--- src/rtl/sse_pkg.sv ---
// Shared types, constants and the alphabet lookup for the sextet split encoder.
// Used by sse_regs and sextet_split_encoder; no other dependencies.
package sse_pkg;

  localparam int unsigned ALPHA_WORDS  = 8;
  localparam int unsigned ALPHA_LANES  = 8;
  localparam int unsigned CFG_DATA_W   = 64;
  localparam int unsigned CFG_ADDR_W   = 6;
  localparam int unsigned SEXTET_W     = 6;
  localparam int unsigned CHAR_W       = 8;

  // Position of the next byte within its group of three
  localparam logic [1:0] PHASE_FIRST  = 2'd0;
  localparam logic [1:0] PHASE_SECOND = 2'd1;
  localparam logic [1:0] PHASE_THIRD  = 2'd2;

  // One alphabet word: eight characters, lane 0 in bits 7:0
  typedef logic [ALPHA_LANES-1:0][CHAR_W-1:0] alpha_word_t;
  typedef alpha_word_t [ALPHA_WORDS-1:0]       alphabet_t;

  // One encoded result item
  typedef struct packed {
    logic                last;
    logic [SEXTET_W-1:0] sextet;
    logic [CHAR_W-1:0]   chr;
  } out_item_t;

  // Alphabet character for a sextet: word from bits 5:3, lane from bits 2:0
  function automatic logic [CHAR_W-1:0] map_char(input alphabet_t alpha,
                                                 input logic [SEXTET_W-1:0] s);
    return alpha[s[5:3]][s[2:0]];
  endfunction

endpackage

--- src/rtl/sextet_split_encoder.sv ---
// Top level of the sextet split encoder: byte stream in, alphabet-mapped sextets out.
// Depends on sse_pkg and sse_regs.

// Each accepted byte yields its low six bits as a symbol in the next cycle; the third
// byte of a group, or a byte marked tlast, also yields the gathered sextet of high-bit
// pairs (first byte at bits 5:4, second 3:2, third 1:0), delivered after the first
// symbol from a holding register. A byte that gives two symbols stalls input until the
// held symbol has moved to the output; the single result channel, one symbol per cycle
// while out_tready is high, sets the throughput. out_tlast marks the gathered sextet
// that ends a message. Alphabet words are loaded at byte addresses 0x00..0x38 and reset
// to zero; write them only while the stream is idle.
module sextet_split_encoder (
  input  logic        clk,
  input  logic        rst_n,
  // Input item channel
  input  logic        in_tvalid,
  output logic        in_tready,
  input  logic [7:0]  in_tdata,    // [7:0] data_byte
  input  logic        in_tlast,    // end_of_message
  // Result item channel
  output logic        out_tvalid,
  input  logic        out_tready,
  output logic [15:0] out_tdata,   // [7:0] symbol_char, [13:8] sextet_value, [15:14] zero
  output logic        out_tlast,   // last_symbol
  // Configuration port
  input  logic        cfg_psel,
  input  logic        cfg_penable,
  input  logic        cfg_pwrite,
  input  logic [5:0]  cfg_paddr,
  input  logic [63:0] cfg_pwdata,
  output logic [63:0] cfg_prdata,
  output logic        cfg_pready
);

  sse_pkg::alphabet_t  alphabet;

  logic                in_fire;
  logic                out_fire;
  logic [1:0]          top_bits;
  logic                third;
  logic                two_results;

  logic [1:0]          phase_r,      phase_nxt;
  logic [5:0]          gather_r,     gather_nxt;
  logic [5:0]          gather_sum;
  logic                out_valid_r,  out_valid_nxt;
  logic                pend_valid_r, pend_valid_nxt;
  sse_pkg::out_item_t  out_item_r,   out_item_nxt;
  sse_pkg::out_item_t  pend_item_r,  pend_item_nxt;
  sse_pkg::out_item_t  first_item,   second_item;

  // Alphabet register file
  sse_regs u_regs (
    .clk      (clk),
    .rst_n    (rst_n),
    .psel     (cfg_psel),
    .penable  (cfg_penable),
    .pwrite   (cfg_pwrite),
    .paddr    (cfg_paddr),
    .pwdata   (cfg_pwdata),
    .prdata   (cfg_prdata),
    .pready   (cfg_pready),
    .alphabet (alphabet)
  );

  // Handshakes: take a byte when the held second symbol is gone and the output frees
  assign out_fire  = out_valid_r & out_tready;
  assign in_tready = ~pend_valid_r & (~out_valid_r | out_tready);
  assign in_fire   = in_tvalid & in_tready;

  // Gather the high-bit pair at the slot for this byte's position
  assign top_bits = in_tdata[7:6];
  assign third    = (phase_r != sse_pkg::PHASE_FIRST) && (phase_r != sse_pkg::PHASE_SECOND);

  always_comb begin
    case (phase_r)
      sse_pkg::PHASE_FIRST:  gather_sum = gather_r | {top_bits, 4'b0000};
      sse_pkg::PHASE_SECOND: gather_sum = gather_r | {2'b00, top_bits, 2'b00};
      default:               gather_sum = gather_r | {4'b0000, top_bits};
    endcase
  end

  assign two_results = third | in_tlast;

  // Result items for this byte
  always_comb begin
    first_item.last    = 1'b0;
    first_item.sextet  = in_tdata[5:0];
    first_item.chr     = sse_pkg::map_char(alphabet, in_tdata[5:0]);
    second_item.last   = in_tlast;
    second_item.sextet = gather_sum;
    second_item.chr    = sse_pkg::map_char(alphabet, gather_sum);
  end

  // Group state update
  always_comb begin
    phase_nxt  = phase_r;
    gather_nxt = gather_r;
    if (in_fire) begin
      if (two_results) begin
        phase_nxt  = sse_pkg::PHASE_FIRST;
        gather_nxt = '0;
      end else begin
        phase_nxt  = phase_r + 2'd1;
        gather_nxt = gather_sum;
      end
    end
  end

  // Output register and holding register for the second symbol
  always_comb begin
    out_valid_nxt  = out_valid_r;
    pend_valid_nxt = pend_valid_r;
    out_item_nxt   = out_item_r;
    pend_item_nxt  = pend_item_r;
    if (in_fire) begin
      out_valid_nxt  = 1'b1;
      out_item_nxt   = first_item;
      pend_valid_nxt = two_results;
      pend_item_nxt  = second_item;
    end else if (out_fire) begin
      out_valid_nxt  = pend_valid_r;
      out_item_nxt   = pend_item_r;
      pend_valid_nxt = 1'b0;
    end
  end

  always_ff @(posedge clk) begin
    if (!rst_n) begin
      phase_r      <= sse_pkg::PHASE_FIRST;
      gather_r     <= '0;
      out_valid_r  <= 1'b0;
      pend_valid_r <= 1'b0;
    end else begin
      phase_r      <= phase_nxt;
      gather_r     <= gather_nxt;
      out_valid_r  <= out_valid_nxt;
      pend_valid_r <= pend_valid_nxt;
    end
  end

  always_ff @(posedge clk) begin
    out_item_r  <= out_item_nxt;
    pend_item_r <= pend_item_nxt;
  end

  assign out_tvalid = out_valid_r;
  assign out_tdata  = {2'b00, out_item_r.sextet, out_item_r.chr};
  assign out_tlast  = out_item_r.last;

  // A held second symbol always sits behind a valid output
  a_pend_behind_out: assert property (@(posedge clk) disable iff (!rst_n)
    pend_valid_r |-> out_valid_r)
    else $error("second symbol held without a first one in the output register");

  // A byte ending a message closes its group
  a_tlast_closes_group: assert property (@(posedge clk) disable iff (!rst_n)
    (in_fire && in_tlast) |=> (phase_r == sse_pkg::PHASE_FIRST && gather_r == 6'd0))
    else $error("group state not cleared after end of message");

  // Nothing is queued behind the last symbol of a message
  a_last_is_last: assert property (@(posedge clk) disable iff (!rst_n)
    (out_valid_r && out_tlast) |-> !pend_valid_r)
    else $error("symbol queued behind the last symbol of a message");

  // The third byte of a group always produces a second symbol
  a_third_two: assert property (@(posedge clk) disable iff (!rst_n)
    (in_fire && third) |=> pend_valid_r)
    else $error("gathered sextet missing after third byte");

endmodule

--- src/rtl/sse_regs.sv ---
// Alphabet register file behind the APB-style configuration port.
// Depends on sse_pkg for widths and the alphabet type.
module sse_regs (
  input  logic                               clk,
  input  logic                               rst_n,
  input  logic                               psel,
  input  logic                               penable,
  input  logic                               pwrite,
  input  logic [sse_pkg::CFG_ADDR_W-1:0]     paddr,
  input  logic [sse_pkg::CFG_DATA_W-1:0]     pwdata,
  output logic [sse_pkg::CFG_DATA_W-1:0]     prdata,
  output logic                               pready,
  output sse_pkg::alphabet_t                 alphabet
);

  sse_pkg::alphabet_t alphabet_r;
  logic               wr_en;
  logic [2:0]         word_sel;

  // Eight 64-bit words at byte addresses 8*i
  assign word_sel = paddr[5:3];
  assign pready   = 1'b1;
  assign wr_en    = psel & penable & pwrite & pready;

  // Register writes; reset clears the alphabet to zero
  always_ff @(posedge clk) begin
    if (!rst_n) begin
      alphabet_r <= '0;
    end else if (wr_en) begin
      alphabet_r[word_sel] <= pwdata;
    end
  end

  // Read back the addressed word
  assign prdata   = alphabet_r[word_sel];
  assign alphabet = alphabet_r;

endmodule
--- config.mk ---
export PLATFORM = sky130hd
export DESIGN_NAME = sextet_split_encoder
export DESIGN_NICKNAME = d
export VERILOG_FILES = /design/src/rtl/sse_pkg.sv /design/src/rtl/sextet_split_encoder.sv /design/src/rtl/sse_regs.sv
export SDC_FILE = /design/constraint.sdc
export NUM_CORES = 2
export LEC_CHECK = 0
export ABC_AREA = 1
export BUFFER_PORTS_ARGS = -buffer_cell sky130_fd_sc_hd__buf_2
export CAP_MARGIN = 10
export CELL_PAD_IN_SITES_DETAIL_PLACEMENT = 1
export CELL_PAD_IN_SITES_GLOBAL_PLACEMENT = 2
export CORE_MARGIN = 3
export CORE_UTILIZATION = 35
export DETAILED_ROUTE_END_ITERATION = 10
export PLACE_DENSITY = 0.94
export SYNTH_ARGS = -nofsm -noshare
export SYNTH_HDL_FRONTEND = slang
export SYNTH_HIERARCHICAL = 1
export SYNTH_SLANG_ARGS = --single-unit
--- constraint.sdc ---
create_clock -name clk -period 3.8 [get_ports clk]
set_input_delay 0.19 -clock clk [delete_from_list [all_inputs] [get_ports clk]]
set_output_delay 0.19 -clock clk [all_outputs]
set_load 0.01 [all_outputs]
==> metrics.cfg <==
[floorplanning]
rows = 120
chipWidth_um = 336
chipHeight_um = 336
ios = 170
die_area_mm2 = 0.113
initial_core_util_pct = 35.5
core_area_mm2 = 0.108

[logic_synthesis]
synth_cell_type_count = 30
synthXorXnorAreaFrac_pct = 0
synthSimpleGateAreaFrac_pct = 53.2
syn_avg_cell_area_um2 = 5.58
synth_warnings = 6
synthAdderAreaFrac_pct = 0.0983
seq_area_frac_synth_pct = 29.7
synth-compound-area-share_pct = 6.25
synth_top_family_by_area = simple AND/OR/NAND/NOR gates
muxShareOfSynthArea_pct = 0.0295
netlist_area_mm2 = 0.0382
synth_cells = 6848
synth_seq_cells = 552

[place]
io_buffers = 163
post-dp-hpwl_um = 103000
gp_congestion = 0.853

[timing]
period_needed_ns = 3.20
post-route-period-util_pct = 84.1
slew_headroom_pct = 26.6
setup_viol = 0
finClkSkew_ns = 0.0347
drv_slew = 0
tightest_slew_ns = 1.10
max_freq_ghz = 0.313
tns_ns = 0
hold_violations = 0
rsz0062_at_grt = false

[power]
total_power_mw = 16.1
p_leak_nw = 19.2
p_per_area_mw_per_mm2 = 381
peakVddDrop_mv = 0.272

[clock_network]
cts.repair.resized = 0
cts_root_buffer = clkbuf_16
cts_tree = built
cts_buffers = 70
htree_levels = 3
clk_latency_ns = 0.65
cts.sinks = 552
cts_buffer_depth = 3
clk_pin_slew_worst_paths_ns = 0.06

[global_routing]
antenna_found_initial = 6
track_usage_pct = 30.7
grt_pass1_vias = 44900
grt_max_degree = 124
grt_pass1_wl_um = 270000
grt.overflow.total = 0

[setup_path]
cpMaxStageDelayCell = dfxtp_1
crit_chain = inv_1 > ha_1 > nand3_4 > nand2_8 > inv_2 > buf_4 > nand2_1 > nand3_1 > nand3_1 > nand3_1 > nand3_1 > nand3_1 > nand2_1
max_stage_delay_ns = 0.40
cp-start-kind = register
cp_common_cell = nand3_1
cp.arrival_ns = 3.60
critPathMaxFanout = 46
ff2ff_path_depth = 13
end_kind = register
critical_path_class = reg -> reg
cp_data_required_time_ns = 4.20

[route]
routed_wl_um = 178000
wl_per_cell_um = 21.9
drc = 0
viasPerCell = 5.58
vias = 45400
final_antenna_net_count = 0
drt_iter0_markers = 3825
first_pass_iters = 5

[cells_and_area]
area_delta_synth_final_pct = 10.8
nets = 6768
final_cell_mix = 2,600 x nand2_1, 1,057 x nor2_1, 1,027 x nand3_1, 523 x dfxtp_1, 402 x inv_1
final_common_cell = nand2_1
drive_above_1_share_pct = 6.27

[worst_hold_path]
hp-class = in -> reg
hold_path_depth = 5

[status]
outcome = finished, final reports clean

[job]
drv_cap = 0

==> flip-flops by register name, summed over array words and instances (netlist names) <==
signal / count
pend_valid_r: 1
phase_r: 2
u_regs/alphabet: 512
pend_item_r: 15
out_tlast: 1
gather_r: 6
out_tdata: 14
out_tvalid: 1
==> critical path, delay by kind of cell, from the launching register on <==
family | cells | cell delay, ns
and+or+nand+nor | 9 | 1.35
buffers and inverters | 3 | 0.81
DFF | 1 | 0.40
adders and majority gates | 1 | 0.35
==> path summary, 6_finish.rpt <==
kind,startpoint,slack [ns],endpoint
setup / recovery,phase_r[0],0.60,pend_item_r[5]
hold / removal,cfg_pwdata[30],0.02,u_regs/alphabet[478]
setup reg to reg,phase_r[0],0.60,pend_item_r[5]
hold reg to reg,gather_r[3],0.47,gather_r[3]
==> final cells by class <==
type,instances,area (um2)
Multi-Input combinational cell,5349,22900
Timing Repair Buffer,292,2440
Fill cell,14700,65300
Clock buffer,104,2110
Antenna cell,5,12.5
Sequential cell,552,11300
Inverter,414,1580
Tap cell,1403,1760
Clock inverter,21,199
==> metal layers <==
metal,global-route usage [%],up-vias,part of all wire (%)
met3,4.92,440,8.7
met2,49.1,1885,44
li1,-,21100,-
met5,0,-,0.022
met1,40.9,22000,43
met4,12.8,6,4.2
==> stage by stage <==
| step | utilization (%) | instance area, um2 | hold WS (ns) | worst slack (ns) | instances |
|---|---|---|---|---|---|
| after floorplan | - | 38200 | 0.289 | 1.79 | 6849 |
| after global placement | 37.0 | 39900 | 0.431 | 0.757 | 7995 |
| after detailed placement | 37.0 | 39900 | 0.430 | 0.681 | 7995 |
| after CTS | 39.3 | 42300 | 0.00263 | 0.664 | 8135 |
| after global routing | 39.3 | 42300 | 0.0536 | 0.479 | 8135 |
| final | 39.3 | 42300 | 0.0194 | 0.604 | 8140 |
==> cells by family after synthesis <==
logic type / after synthesis
adder cells (fa/ha/maj): 3
other: 2
AND/OR/NAND/NOR: 4878
multiplexers: 1
buffers and inverters: 948
flip-flops: 552
AO/OA/AOI/OAI: 464
==> power by group <==
group	leakage, nW	total (mW)	switching, mW	internal (mW)
Combinational	13.5	3.10	2.31	0.788
Sequential	4.51	6.07	0.0899	5.98
Clock	1.15	6.96	2.91	4.05
==> synthesized netlist by cell type (all sizes together) <==
library cell | n | area, um2
ha | 3 | 37.5
a211oi | 1 | 7.51
nand3b | 173 | 1300
nand3 | 1029 | 5170
clkinv | 1 | 3.75
nand4 | 4 | 25.0
clkbuf | 174 | 653
o211ai | 18 | 135
a22oi | 2 | 15.0
buf | 360 | 1880
edfxtp | 29 | 871
a31oi | 2 | 12.5
a21oi | 215 | 1090
nor2 | 1070 | 4060
inv | 413 | 1550
nand2 | 2602 | 9770
conb | 2 | 7.51
dfxtp | 523 | 10500
mux2 | 1 | 11.3
o21ai | 226 | 1130
==> what timing repair did <==
action,CTS,global route
setup buffers,0,0
hold endpoints to repair,48,0
hold buffers,15,0
Note: power is estimated with default switching activity, not from simulation.
